$ cat config.mk
export PLATFORM = sky130hd
export DESIGN_NAME = i2c_bit_level_master
export DESIGN_NICKNAME = d
export VERILOG_FILES = /design/src/design/i2cbm_pkg.sv /design/src/design/i2c_bit_level_master.sv /design/src/design/i2cbm_fsm.sv
export VERILOG_INCLUDE_DIRS = /design/src /design/src/design
export SDC_FILE = /design/constraint.sdc
export NUM_CORES = 1
export LEC_CHECK = 0
export ABC_CLOCK_PERIOD_IN_PS = 3470
export BUFFER_PORTS_ARGS = -buffer_cell sky130_fd_sc_hd__buf_2
export CORE_UTILIZATION = 35
export DETAILED_ROUTE_END_ITERATION = 7
export HOLD_SLACK_MARGIN = 0.06
export PLACE_DENSITY_LB_ADDON = 0.1
export SYNTH_ARGS = -nofsm -noshare
export SYNTH_HDL_FRONTEND = slang
export SYNTH_SLANG_ARGS = --single-unit
$ cat constraint.sdc
create_clock -name clk -period 3.47 [get_ports clk]
set_clock_uncertainty 0.05 [all_clocks]
set_input_delay 0.5205 -clock clk [delete_from_list [all_inputs] [get_ports clk]]
set_output_delay 0.5205 -clock clk [all_outputs]
set_load 0.1 [all_outputs]
$ cat src/design/i2c_bit_level_master_assert.svh
// Assertion macros used by the I2C bit-level master top-level design file.
`ifndef I2C_BIT_LEVEL_MASTER_ASSERT_SVH
`define I2C_BIT_LEVEL_MASTER_ASSERT_SVH

// Checked only outside reset.
`define I2CBM_ASSERT(lbl, prop, msg) \
  lbl: assert property (@(posedge clk) disable iff (rst) prop) else $error(msg);

// Checked on every clock edge, reset included.
`define I2CBM_ASSERT_ALWAYS(lbl, prop, msg) \
  lbl: assert property (@(posedge clk) prop) else $error(msg);

`endif

$ cat src/design/i2cbm_pkg.sv
// Types, codes and helpers for the I2C bit-level master.
package i2cbm_pkg;

  typedef enum logic [2:0] {
    FUNC_NONE  = 3'd0,
    FUNC_START = 3'd1,
    FUNC_STOP  = 3'd2,
    FUNC_SEND  = 3'd3,
    FUNC_READ  = 3'd4,
    FUNC_WAIT  = 3'd5
  } func_t;

  typedef enum logic [3:0] {
    PH_IDLE    = 4'd0,
    PH_ST_A    = 4'd1,
    PH_ST_B    = 4'd2,
    PH_SP_A    = 4'd3,
    PH_SP_B    = 4'd4,
    PH_TX_SET  = 4'd5,
    PH_TX_HI   = 4'd6,
    PH_TX_LO   = 4'd7,
    PH_RX_LO   = 4'd8,
    PH_RX_HI   = 4'd9,
    PH_AK_LO   = 4'd10,
    PH_AK_HI   = 4'd11,
    PH_WA_LO   = 4'd12,
    PH_WA_HI   = 4'd13,
    PH_WA_POLL = 4'd14
  } phase_t;

  localparam logic [1:0] CFG_START_STOP_TICKS = 2'd0;
  localparam logic [1:0] CFG_BIT_HALF_TICKS   = 2'd1;
  localparam logic [1:0] CFG_ACK_TIMEOUT      = 2'd2;

  localparam logic [7:0]  START_STOP_TICKS_RESET = 8'd4;
  localparam logic [7:0]  BIT_HALF_TICKS_RESET   = 8'd2;
  localparam logic [15:0] ACK_TIMEOUT_RESET      = 16'd250;

  localparam logic [2:0] LAST_BIT = 3'd7;

  typedef struct packed {
    logic [15:0] ack_timeout;
    logic [7:0]  bit_half_ticks;
    logic [7:0]  start_stop_ticks;
  } timing_t;

  typedef struct packed {
    logic       ack_failed;
    logic [7:0] rx_byte;
    logic       done_res;
    logic       busy_res;
    logic       sda_drive;
    logic       sda_out;
    logic       scl_out;
  } result_t;

  // A tick count of zero behaves as one.
  function automatic logic [7:0] span(input logic [7:0] ticks);
    span = (ticks == 8'd0) ? 8'd0 : ticks - 8'd1;
  endfunction

endpackage

$ cat src/design/i2c_bit_level_master.sv
// The result of an accepted item is in the output register in the cycle after it is accepted.
// Throughput: one item per cycle; each tick updates the bus sequencer in a single pass.
// The input stalls only while the output register holds a result that is not taken.
// Reset (synchronous, active high) returns the bus to SCL and SDA high and driven,
// the sequencer to idle and the timing registers to their default values.
`include "i2c_bit_level_master_assert.svh"

// Top level of the I2C bit-level master: stream handshake, timing registers, result register.
module i2c_bit_level_master import i2cbm_pkg::*; (
  input  logic        clk,
  input  logic        rst,
  input  logic        s_tvalid,
  output logic        s_tready,
  input  logic [15:0] s_tdata,   // tx_byte, send_ack, sda_in, zero fill
  input  logic [2:0]  s_tuser,   // func
  output logic        m_tvalid,
  input  logic        m_tready,
  output logic [15:0] m_tdata,   // scl_out, sda_out, sda_drive, busy_res, done_res,
                                 // rx_byte, ack_failed, zero fill
  input  logic        cfg_valid,
  output logic        cfg_ready,
  input  logic [1:0]  cfg_index,
  input  logic [15:0] cfg_data
);

  timing_t timing;
  result_t result;
  logic    step;

  assign s_tready  = !m_tvalid || m_tready;
  assign step      = s_tvalid && s_tready;
  assign cfg_ready = 1'b1;

  always_ff @(posedge clk) begin
    if (rst) begin
      timing.start_stop_ticks <= START_STOP_TICKS_RESET;
      timing.bit_half_ticks   <= BIT_HALF_TICKS_RESET;
      timing.ack_timeout      <= ACK_TIMEOUT_RESET;
    end else if (cfg_valid && cfg_ready) begin
      case (cfg_index)
        CFG_START_STOP_TICKS: timing.start_stop_ticks <= cfg_data[7:0];
        CFG_BIT_HALF_TICKS:   timing.bit_half_ticks   <= cfg_data[7:0];
        CFG_ACK_TIMEOUT:      timing.ack_timeout      <= cfg_data;
        default: begin
        end
      endcase
    end
  end

  i2cbm_fsm u_fsm (
    .clk      (clk),
    .rst      (rst),
    .step     (step),
    .func     (s_tuser),
    .tx_byte  (s_tdata[7:0]),
    .send_ack (s_tdata[8]),
    .sda_in   (s_tdata[9]),
    .timing   (timing),
    .result   (result)
  );

  always_ff @(posedge clk) begin
    if (rst) begin
      m_tvalid <= 1'b0;
    end else if (step) begin
      m_tvalid <= 1'b1;
    end else if (m_tready) begin
      m_tvalid <= 1'b0;
    end
  end

  always_ff @(posedge clk) begin
    if (step) begin
      m_tdata <= {2'b00, result};
    end
  end

  `I2CBM_ASSERT(a_accept_fills, (s_tvalid && s_tready) |=> m_tvalid, "accepted item gave no result")
  `I2CBM_ASSERT_ALWAYS(a_stall_full, !s_tready |-> m_tvalid, "input stalled with empty output")
  `I2CBM_ASSERT(a_released_high, (m_tvalid && !m_tdata[2]) |-> m_tdata[1], "released SDA not high")
  `I2CBM_ASSERT(a_done_idle, (m_tvalid && m_tdata[4]) |-> !m_tdata[3], "done while still busy")

endmodule

$ cat src/design/i2cbm_fsm.sv
// Bus sequencer of the I2C bit-level master: advances one tick per accepted item.
module i2cbm_fsm import i2cbm_pkg::*; (
  input  logic       clk,
  input  logic       rst,
  input  logic       step,
  input  logic [2:0] func,
  input  logic [7:0] tx_byte,
  input  logic       send_ack,
  input  logic       sda_in,
  input  timing_t    timing,
  output result_t    result
);

  phase_t      phase, phase_next;
  logic [7:0]  tick_count, tick_count_next;
  logic [2:0]  bit_index, bit_index_next;
  logic [7:0]  shift_reg, shift_reg_next;
  logic [15:0] poll_count, poll_count_next;
  logic        ack_choice, ack_choice_next;
  logic        scl_lvl, scl_lvl_next;
  logic        sda_lvl, sda_lvl_next;
  logic        sda_en, sda_en_next;
  logic        fail_flag, fail_flag_next;
  logic [7:0]  rx_last, rx_last_next;
  logic        done;

  always_ff @(posedge clk) begin
    if (rst) begin
      phase      <= PH_IDLE;
      tick_count <= 8'd0;
      bit_index  <= 3'd0;
      shift_reg  <= 8'd0;
      poll_count <= 16'd0;
      ack_choice <= 1'b0;
      scl_lvl    <= 1'b1;
      sda_lvl    <= 1'b1;
      sda_en     <= 1'b1;
      fail_flag  <= 1'b0;
      rx_last    <= 8'd0;
    end else if (step) begin
      phase      <= phase_next;
      tick_count <= tick_count_next;
      bit_index  <= bit_index_next;
      shift_reg  <= shift_reg_next;
      poll_count <= poll_count_next;
      ack_choice <= ack_choice_next;
      scl_lvl    <= scl_lvl_next;
      sda_lvl    <= sda_lvl_next;
      sda_en     <= sda_en_next;
      fail_flag  <= fail_flag_next;
      rx_last    <= rx_last_next;
    end
  end

  always_comb begin
    logic poll;
    phase_next      = phase;
    tick_count_next = tick_count;
    bit_index_next  = bit_index;
    shift_reg_next  = shift_reg;
    poll_count_next = poll_count;
    ack_choice_next = ack_choice;
    scl_lvl_next    = scl_lvl;
    sda_lvl_next    = sda_lvl;
    sda_en_next     = sda_en;
    fail_flag_next  = fail_flag;
    rx_last_next    = rx_last;
    done            = 1'b0;
    poll            = 1'b0;

    if (phase == PH_IDLE) begin
      case (func)
        FUNC_START: begin
          sda_en_next     = 1'b1;
          sda_lvl_next    = 1'b1;
          scl_lvl_next    = 1'b1;
          phase_next      = PH_ST_A;
          tick_count_next = span(timing.start_stop_ticks);
        end
        FUNC_STOP: begin
          sda_en_next     = 1'b1;
          scl_lvl_next    = 1'b0;
          sda_lvl_next    = 1'b0;
          phase_next      = PH_SP_A;
          tick_count_next = span(timing.start_stop_ticks);
        end
        FUNC_SEND: begin
          sda_en_next     = 1'b1;
          scl_lvl_next    = 1'b0;
          shift_reg_next  = tx_byte;
          bit_index_next  = 3'd0;
          sda_lvl_next    = tx_byte[7];
          phase_next      = PH_TX_SET;
          tick_count_next = span(timing.bit_half_ticks);
        end
        FUNC_READ: begin
          sda_en_next     = 1'b0;
          sda_lvl_next    = 1'b1;
          scl_lvl_next    = 1'b0;
          shift_reg_next  = 8'd0;
          bit_index_next  = 3'd0;
          ack_choice_next = send_ack;
          phase_next      = PH_RX_LO;
          tick_count_next = span(timing.bit_half_ticks);
        end
        FUNC_WAIT: begin
          sda_en_next     = 1'b0;
          sda_lvl_next    = 1'b1;
          fail_flag_next  = 1'b0;
          poll_count_next = 16'd0;
          phase_next      = PH_WA_LO;
          tick_count_next = span(timing.bit_half_ticks);
        end
        default: begin
        end
      endcase
    end else if (tick_count != 8'd0) begin
      tick_count_next = tick_count - 8'd1;
    end else begin
      case (phase)
        PH_ST_A: begin
          sda_lvl_next    = 1'b0;
          phase_next      = PH_ST_B;
          tick_count_next = span(timing.start_stop_ticks);
        end
        PH_ST_B: begin
          scl_lvl_next = 1'b0;
          phase_next   = PH_IDLE;
          done         = 1'b1;
        end
        PH_SP_A: begin
          scl_lvl_next    = 1'b1;
          sda_lvl_next    = 1'b1;
          phase_next      = PH_SP_B;
          tick_count_next = span(timing.start_stop_ticks);
        end
        PH_SP_B: begin
          phase_next = PH_IDLE;
          done       = 1'b1;
        end
        PH_TX_SET: begin
          scl_lvl_next    = 1'b1;
          phase_next      = PH_TX_HI;
          tick_count_next = span(timing.bit_half_ticks);
        end
        PH_TX_HI: begin
          scl_lvl_next    = 1'b0;
          phase_next      = PH_TX_LO;
          tick_count_next = span(timing.bit_half_ticks);
        end
        PH_TX_LO: begin
          if (bit_index == LAST_BIT) begin
            phase_next = PH_IDLE;
            done       = 1'b1;
          end else begin
            bit_index_next  = bit_index + 3'd1;
            shift_reg_next  = {shift_reg[6:0], 1'b0};
            sda_lvl_next    = shift_reg[6];
            phase_next      = PH_TX_SET;
            tick_count_next = span(timing.bit_half_ticks);
          end
        end
        PH_RX_LO: begin
          scl_lvl_next    = 1'b1;
          shift_reg_next  = {shift_reg[6:0], sda_in};
          phase_next      = PH_RX_HI;
          tick_count_next = span(timing.bit_half_ticks);
        end
        PH_RX_HI: begin
          scl_lvl_next = 1'b0;
          if (bit_index == LAST_BIT) begin
            sda_en_next     = 1'b1;
            sda_lvl_next    = ~ack_choice;
            phase_next      = PH_AK_LO;
            tick_count_next = span(timing.bit_half_ticks);
          end else begin
            bit_index_next  = bit_index + 3'd1;
            phase_next      = PH_RX_LO;
            tick_count_next = span(timing.bit_half_ticks);
          end
        end
        PH_AK_LO: begin
          scl_lvl_next    = 1'b1;
          phase_next      = PH_AK_HI;
          tick_count_next = span(timing.bit_half_ticks);
        end
        PH_AK_HI: begin
          scl_lvl_next = 1'b0;
          rx_last_next = shift_reg;
          phase_next   = PH_IDLE;
          done         = 1'b1;
        end
        PH_WA_LO: begin
          scl_lvl_next    = 1'b1;
          phase_next      = PH_WA_HI;
          tick_count_next = span(timing.bit_half_ticks);
        end
        PH_WA_HI: begin
          phase_next      = PH_WA_POLL;
          tick_count_next = 8'd0;
          poll            = 1'b1;
        end
        PH_WA_POLL: begin
          poll = 1'b1;
        end
        default: begin
          phase_next = PH_IDLE;
        end
      endcase

      if (poll) begin
        if (!sda_in) begin
          scl_lvl_next = 1'b0;
          phase_next   = PH_IDLE;
          done         = 1'b1;
        end else if (poll_count >= timing.ack_timeout) begin
          fail_flag_next  = 1'b1;
          sda_en_next     = 1'b1;
          scl_lvl_next    = 1'b0;
          sda_lvl_next    = 1'b0;
          phase_next      = PH_SP_A;
          tick_count_next = span(timing.start_stop_ticks);
        end else begin
          poll_count_next = poll_count + 16'd1;
        end
      end
    end
  end

  always_comb begin
    result.scl_out    = scl_lvl_next;
    result.sda_out    = sda_en_next ? sda_lvl_next : 1'b1;
    result.sda_drive  = sda_en_next;
    result.busy_res   = (phase_next != PH_IDLE);
    result.done_res   = done;
    result.rx_byte    = rx_last_next;
    result.ack_failed = fail_flag_next;
  end

endmodule
==> impl_results.md, run 1 <==
* Final ANT Viol Nets at 0
* Largest register by flop count: timing
* Via count at 5334
* TritonCTS clock tree: done
* Vias per inst at 5.34
* Leak at 2.49 nW
* First-pass GRT wire length at 26.1 mm
* Utilization after layout at 40.3%
* Final setup fails at 0
* Dpl hpwl at 11.5 mm
* Routed WL at 15.9 mm
* CTS root buffer: clkbuf_16
* Setup WS post-layout at 420 ps
* Cts bufs inserted at 9
* Final worst-path cycle share at 87.9%
* Min Tclk post-route at 3050 ps
* Async SR Flop Fraction at 0%
* Hold crit path type: in2reg
* Status: completed
* Hold WS at 358 ps
* WL per Instance at 16.0 um
* Setup_tns at 0 ps
* P_int at 1.98 mW
* GRT Util Overall at 18.7%
* Post-place setup slack at 435 ps
* Syn_area_per_cell at 8.05 um2
* RSZ-0062 raised after global routing: false
* Total gr overflow at 0
* Synth unique cells at 69
* Core area at 16600 um2
* Port bufs at 51
* Vias in the first global route at 5125
* Fin. max-slew vios at 0
* Top Registers: timing x32, u_fsm.poll_count x16, m_tdata x14
* Initial core utilization at 35.9%
* Seq/Total Area, Yosys at 35.7%
* EDFF count, synth at 14
* Largest register FFs at 32
* DRC at 0
* TritonCTS Sinks at 99
* Final non-filler cell total at 999
* Switching share of power at 35.3%
* Max VDD drop at 0.216 mV
* H-tree levels at 3
* Worst slew margin at 54.5%
* Post_cts resized at 0
* Number of nets in the layout at 840
* Num ports at 61
* Worst-Margin Slew at 680 ps
* CTS max path bufs at 2
* Critical path class: reg2reg
* Psw at 1.08 mW
* Largest net degree at the start of global routing at 30
* CP Data Required Time at 3640 ps
* PD cells at 459 nW/um2
* Sequential share of power at 42.5%
* Placement Rows at 47
* Die Width at 132 um
* P&R area growth vs syn at 12.3%
* Initial antenna violation count at 0
* Drt first pass iters at 4
* Synth Register Bits at 99
* Worst Setup Start Kind: register
* Layout cells sized above 1 at 14.9%
* Main flop type after synthesis: dfxtp_1
* Die Ht at 132 um
* CP endpoint kind: register
* FMAX at 0.328 GHz
* Final total power at 3.07 mW
* DP Cell Count at 983
* First DRT Iteration DRCs at 327
* Worst Path Max Fanout at 16
* Ys Warns at 0
* Critical Path AT at 3220 ps
* Flop2flop setup slack at 420 ps
* Inserted Diodes at 0
* Final Hold Fails at 0
* Clock slew at reported path FFs at 70 ps
* Post-DP Area at 6410 um2
* Synthesized cell area at 5950 um2
* Setup bufs post-CTS at 0
* Clk pwr share at 31.1%
* Hold_buf cts at 0
* Post-Syn Instances at 739
* Die area at 17500 um2
* Post-route cell area at 6680 um2
* Routability cong. at 0.867
* Logic pwr share at 26.4%
* MaxCap Viol Count at 0
* Clock Latency Late Sink at 350 ps
## routing by layer
metal	up-vias	GRT usage, %	part of all wire, %
li1	2696	-	-
met1	2528	24.6	49
met3	20	3.38	3.0
met5	-	0	0
met2	90	30.4	46
met4	0	6.90	2.0
## synthesized netlist by cell type, drive strengths merged (3+ instances only)
library cell | number | area share (%)
nand2 | 92 | 5.8
o311ai | 3 | 0.44
nand4 | 4 | 0.42
o22ai | 4 | 0.42
a31oi | 9 | 0.95
edfxtp | 14 | 7.1
inv | 40 | 2.5
nand3b | 11 | 1.4
a21oi | 61 | 5.1
nor3 | 24 | 2.4
a211oi | 25 | 3.5
xnor2 | 22 | 3.2
o31ai | 3 | 0.38
buf | 8 | 1.0
a22o | 3 | 0.44
mux2 | 10 | 1.9
nand2b | 14 | 1.5
a211o | 3 | 0.44
o211ai | 5 | 0.86
nand3 | 19 | 1.6
mux2i | 18 | 3.0
a2111oi | 5 | 1.7
nor3b | 4 | 0.50
o21a | 3 | 0.38
nor2b | 3 | 0.32
or2 | 4 | 0.42
ha | 24 | 5.0
o21ai | 36 | 3.0
a311oi | 3 | 0.44
clkbuf | 36 | 2.3
dfxtp | 85 | 29
a22oi | 9 | 1.1
or4 | 3 | 0.44
nor4 | 10 | 1.3
nor2 | 93 | 6.0
## layout by cell type (no fill, tap or decap), types with 4 or more instances in the layout
| master | count |
|---|---|
| buf_4 | 16 |
| nand2_1 | 92 |
| edfxtp_1 | 14 |
| ha_1 | 24 |
| dfxtp_1 | 85 |
| a31oi_1 | 9 |
| nand3b_1 | 11 |
| nor2_1 | 91 |
| a22oi_1 | 9 |
| mux2i_1 | 18 |
| o211ai_1 | 4 |
| a21oi_1 | 61 |
| xnor2_1 | 22 |
| o21ai_0 | 34 |
| nand4_1 | 4 |
| nor4_1 | 8 |
| nand3_1 | 19 |
| nor3_1 | 21 |
| o22ai_1 | 4 |
| inv_1 | 40 |
| clkbuf_16 | 9 |
| mux2_2 | 10 |
| a211oi_2 | 4 |
| a211oi_1 | 21 |
| buf_2 | 51 |
| nand2b_1 | 14 |
| nor3b_1 | 4 |
## critical path, cell delays in order, from the launching register on
cell,delay (ps)
dfxtp_1,370
inv_1,80
ha_1,300
or3b_2,540
nor3_4,430
and3_4,280
o211ai_4,210
a2111oi_4,430
xnor2_1,180
nor2_2,40
## path summary, 6_finish.rpt
path / end / depth (start not counted) / start
worst max-delay path: u_fsm.poll_count[15] / 9 / u_fsm.tick_count[0]
worst min register to register: u_fsm.rx_last[4] / 2 / u_fsm.rx_last[4]
worst min-delay path: timing[24] / 3 / cfg_data[8]
worst max register to register: u_fsm.poll_count[15] / 9 / u_fsm.tick_count[0]
## cell type report
cell class,count,area (um2)
sequential,99,2120
multi-input combinational,557,3480
fill,1742,9910
clock inverter,5,38.8
tap,220,275
inverter,40,150
timing repair buffer,67,375
clock buffer,11,233
## power by group through the flow
stage	clock, mW	combinational (mW)	sequential (mW)
detailed placement	0	0.803	1.33
global placement	0	0.798	1.33
global route	1.04	0.888	1.31
CTS	0.983	0.806	1.30
finish	0.953	0.810	1.30
floorplan	0	0.521	1.40
## kinds of logic after synthesis
logic type                 count (synthesis)  share of synthesized area, %
and+or+nand+nor                          292                          23.5
AOI/OAI and AO/OA                        186                          21.4
DFF                                       99                          35.7
buffers and inverters                     84                          5.83
muxes                                     28                          4.92
adders and majority gates                 24                          5.05
xor gates and xnor gates                  24                          3.53
other                                      2                         0.126
No activity file was read; power rests on OpenSTA's default activity.
==> run 2: changes to the inputs <==
Settings changed: CELL_PAD_IN_SITES_DETAIL_PLACEMENT from default to 1, CELL_PAD_IN_SITES_GLOBAL_PLACEMENT from default to 2.
==> run 2 against run 1 <==
Clock-buffer cell count fell by 1. Combinational power up 4.0%. Register-to-register slack about the same. Core utilization up 0.32 points. Largest power group unchanged.
==> impl_results.md, run 2 (synthesized netlist as in run 1, its figures left out) <==
* Die Ht at 132 um
* Setup_tns at 0 ps
* R2R cell count at 9
* RR Startpoint: u_fsm.tick_count[0]
* Total gr overflow at 0
* R2R Path End: u_fsm.shift_reg[1]
* Post-DP Area at 6440 um2
* Vias per inst at 5.49
* Cts bufs inserted at 9
* Final ANT Viol Nets at 0
* TritonCTS clock tree: done
* Final worst-path cycle share at 88.1%
* Port bufs at 51
* Via count at 5503
* Most common cell after layout, fill and taps aside: nand2_1
* Top Registers: timing x32, u_fsm.poll_count x16, m_tdata x14
* Leak at 2.52 nW
* H-tree levels at 3
* Worst Path Max Fanout at 15
* Routability cong. at 0.820
* DRC at 0
* Hold_buf cts at 0
* Worst Hold Path Cells at 3
* Final setup fails at 0
* TritonCTS Sinks at 99
* Max VDD drop at 0.252 mV
* P&R area growth vs syn at 13.1%
* CTS max path bufs at 2
* Initial core utilization at 35.9%
* Fin. max-slew vios at 0
* GRT Util Overall at 21.3%
* Min Tclk post-route at 3060 ps
* Worst slew margin at 51.4%
* PD cells at 472 nW/um2
* Utilization after layout at 40.6%
* Placement Rows at 47
* Post-place setup slack at 408 ps
* Post_cts resized at 0
* Largest register FFs at 32
* Inserted Diodes at 0
* DP Cell Count at 987
* Initial antenna violation count at 0
* Sink of the worst hold path: timing[31]
* Status: completed
* Vias in the first global route at 5559
* CP Data Required Time at 3690 ps
* WL per Instance at 18.1 um
* Largest register by flop count: timing
* Number of nets in the layout at 844
* Most frequent cells in the layout: nand2_1, nor2_1, dfxtp_1
* Clock Latency Late Sink at 360 ps
* Layout cells sized above 1 at 15.2%
* Hold Startpoint: cfg_data[15]
* Setup WS post-layout at 414 ps
* Hold WS at 346 ps
* Core area at 16600 um2
* Post-route cell area at 6730 um2
* Clock slew at reported path FFs at 70 ps
* First-pass GRT wire length at 29.6 mm
* FMAX at 0.327 GHz
* Die area at 17500 um2
* Final total power at 3.18 mW
* Die Width at 132 um
* Drt first pass iters at 4
* Final non-filler cell total at 1003
* Dpl hpwl at 13.5 mm
* CTS root buffer: clkbuf_16
* Worst-Margin Slew at 729 ps
* Worst Setup Start Kind: register
* Routed WL at 18.1 mm
* Critical path class: reg2reg
* Setup bufs post-CTS at 0
* Final Hold Fails at 0
* Largest net degree at the start of global routing at 32
* Num ports at 61
* RSZ-0062 raised after global routing: false
* First DRT Iteration DRCs at 250
* CP endpoint kind: register
* Critical Path AT at 3270 ps
* Flop2flop setup slack at 410 ps
* Critical Path Source: u_fsm.tick_count[0]
* Hold crit path type: in2reg
* MaxCap Viol Count at 0
run 2: cell types whose count changed in the layout (fill, tap and decap cells not counted), sizes merged:
cell      previous run  this run
clkinvlp             0         1
buf                 67        71
clkinv               4         3
clkbuf              11        10
bufinv               0         1
run 2: critical path: stages, from the launching register on:
cell      delay (ps)
dfxtp_1          390
inv_1             90
ha_1             280
or3b_2           540
nor2_1           250
nor2_1           140
a211oi_1         380
o21a_1           500
nor2_1            90
a211oi_1         240
run 2: worst max path at each step:
| stage | to | cells past startpoint |
|---|---|---|
| after floorplan | u_fsm.poll_count[5] | 8 |
| after global placement | m_tdata[1] | 9 |
| after detailed placement | u_fsm.shift_reg[1] | 9 |
| after CTS | u_fsm.shift_reg[1] | 9 |
| after global routing | u_fsm.shift_reg[7] | 9 |
| final | u_fsm.shift_reg[1] | 9 |
run 2: area by class of cell:
class                           count  area, um2
Fill cell                        2069       9850
Multi-Input combinational cell    557       3480
Sequential cell                    99       2120
Timing Repair Buffer               71        405
Tap cell                          220        275
Clock buffer                       10        229
Inverter                           40        150
Clock inverter                      6       65.1
run 2: report_power, final:
| group | leakage [nW] | switching (mW) | internal [mW] |
|---|---|---|---|
| Clock | 0.140 | 0.463 | 0.561 |
| Combinational | 1.55 | 0.573 | 0.268 |
| Sequential | 0.828 | 0.0815 | 1.23 |
run 2: metal layers:
| metal | GRT usage [%] | part of all wire, % | vias up |
|---|---|---|---|
| met5 | 0 | 0 | - |
| met4 | 6.51 | 1.5 | 0 |
| met3 | 3.15 | 2.8 | 14 |
| met2 | 35.9 | 47 | 82 |
| met1 | 28.0 | 48 | 2713 |
| li1 | - | - | 2694 |
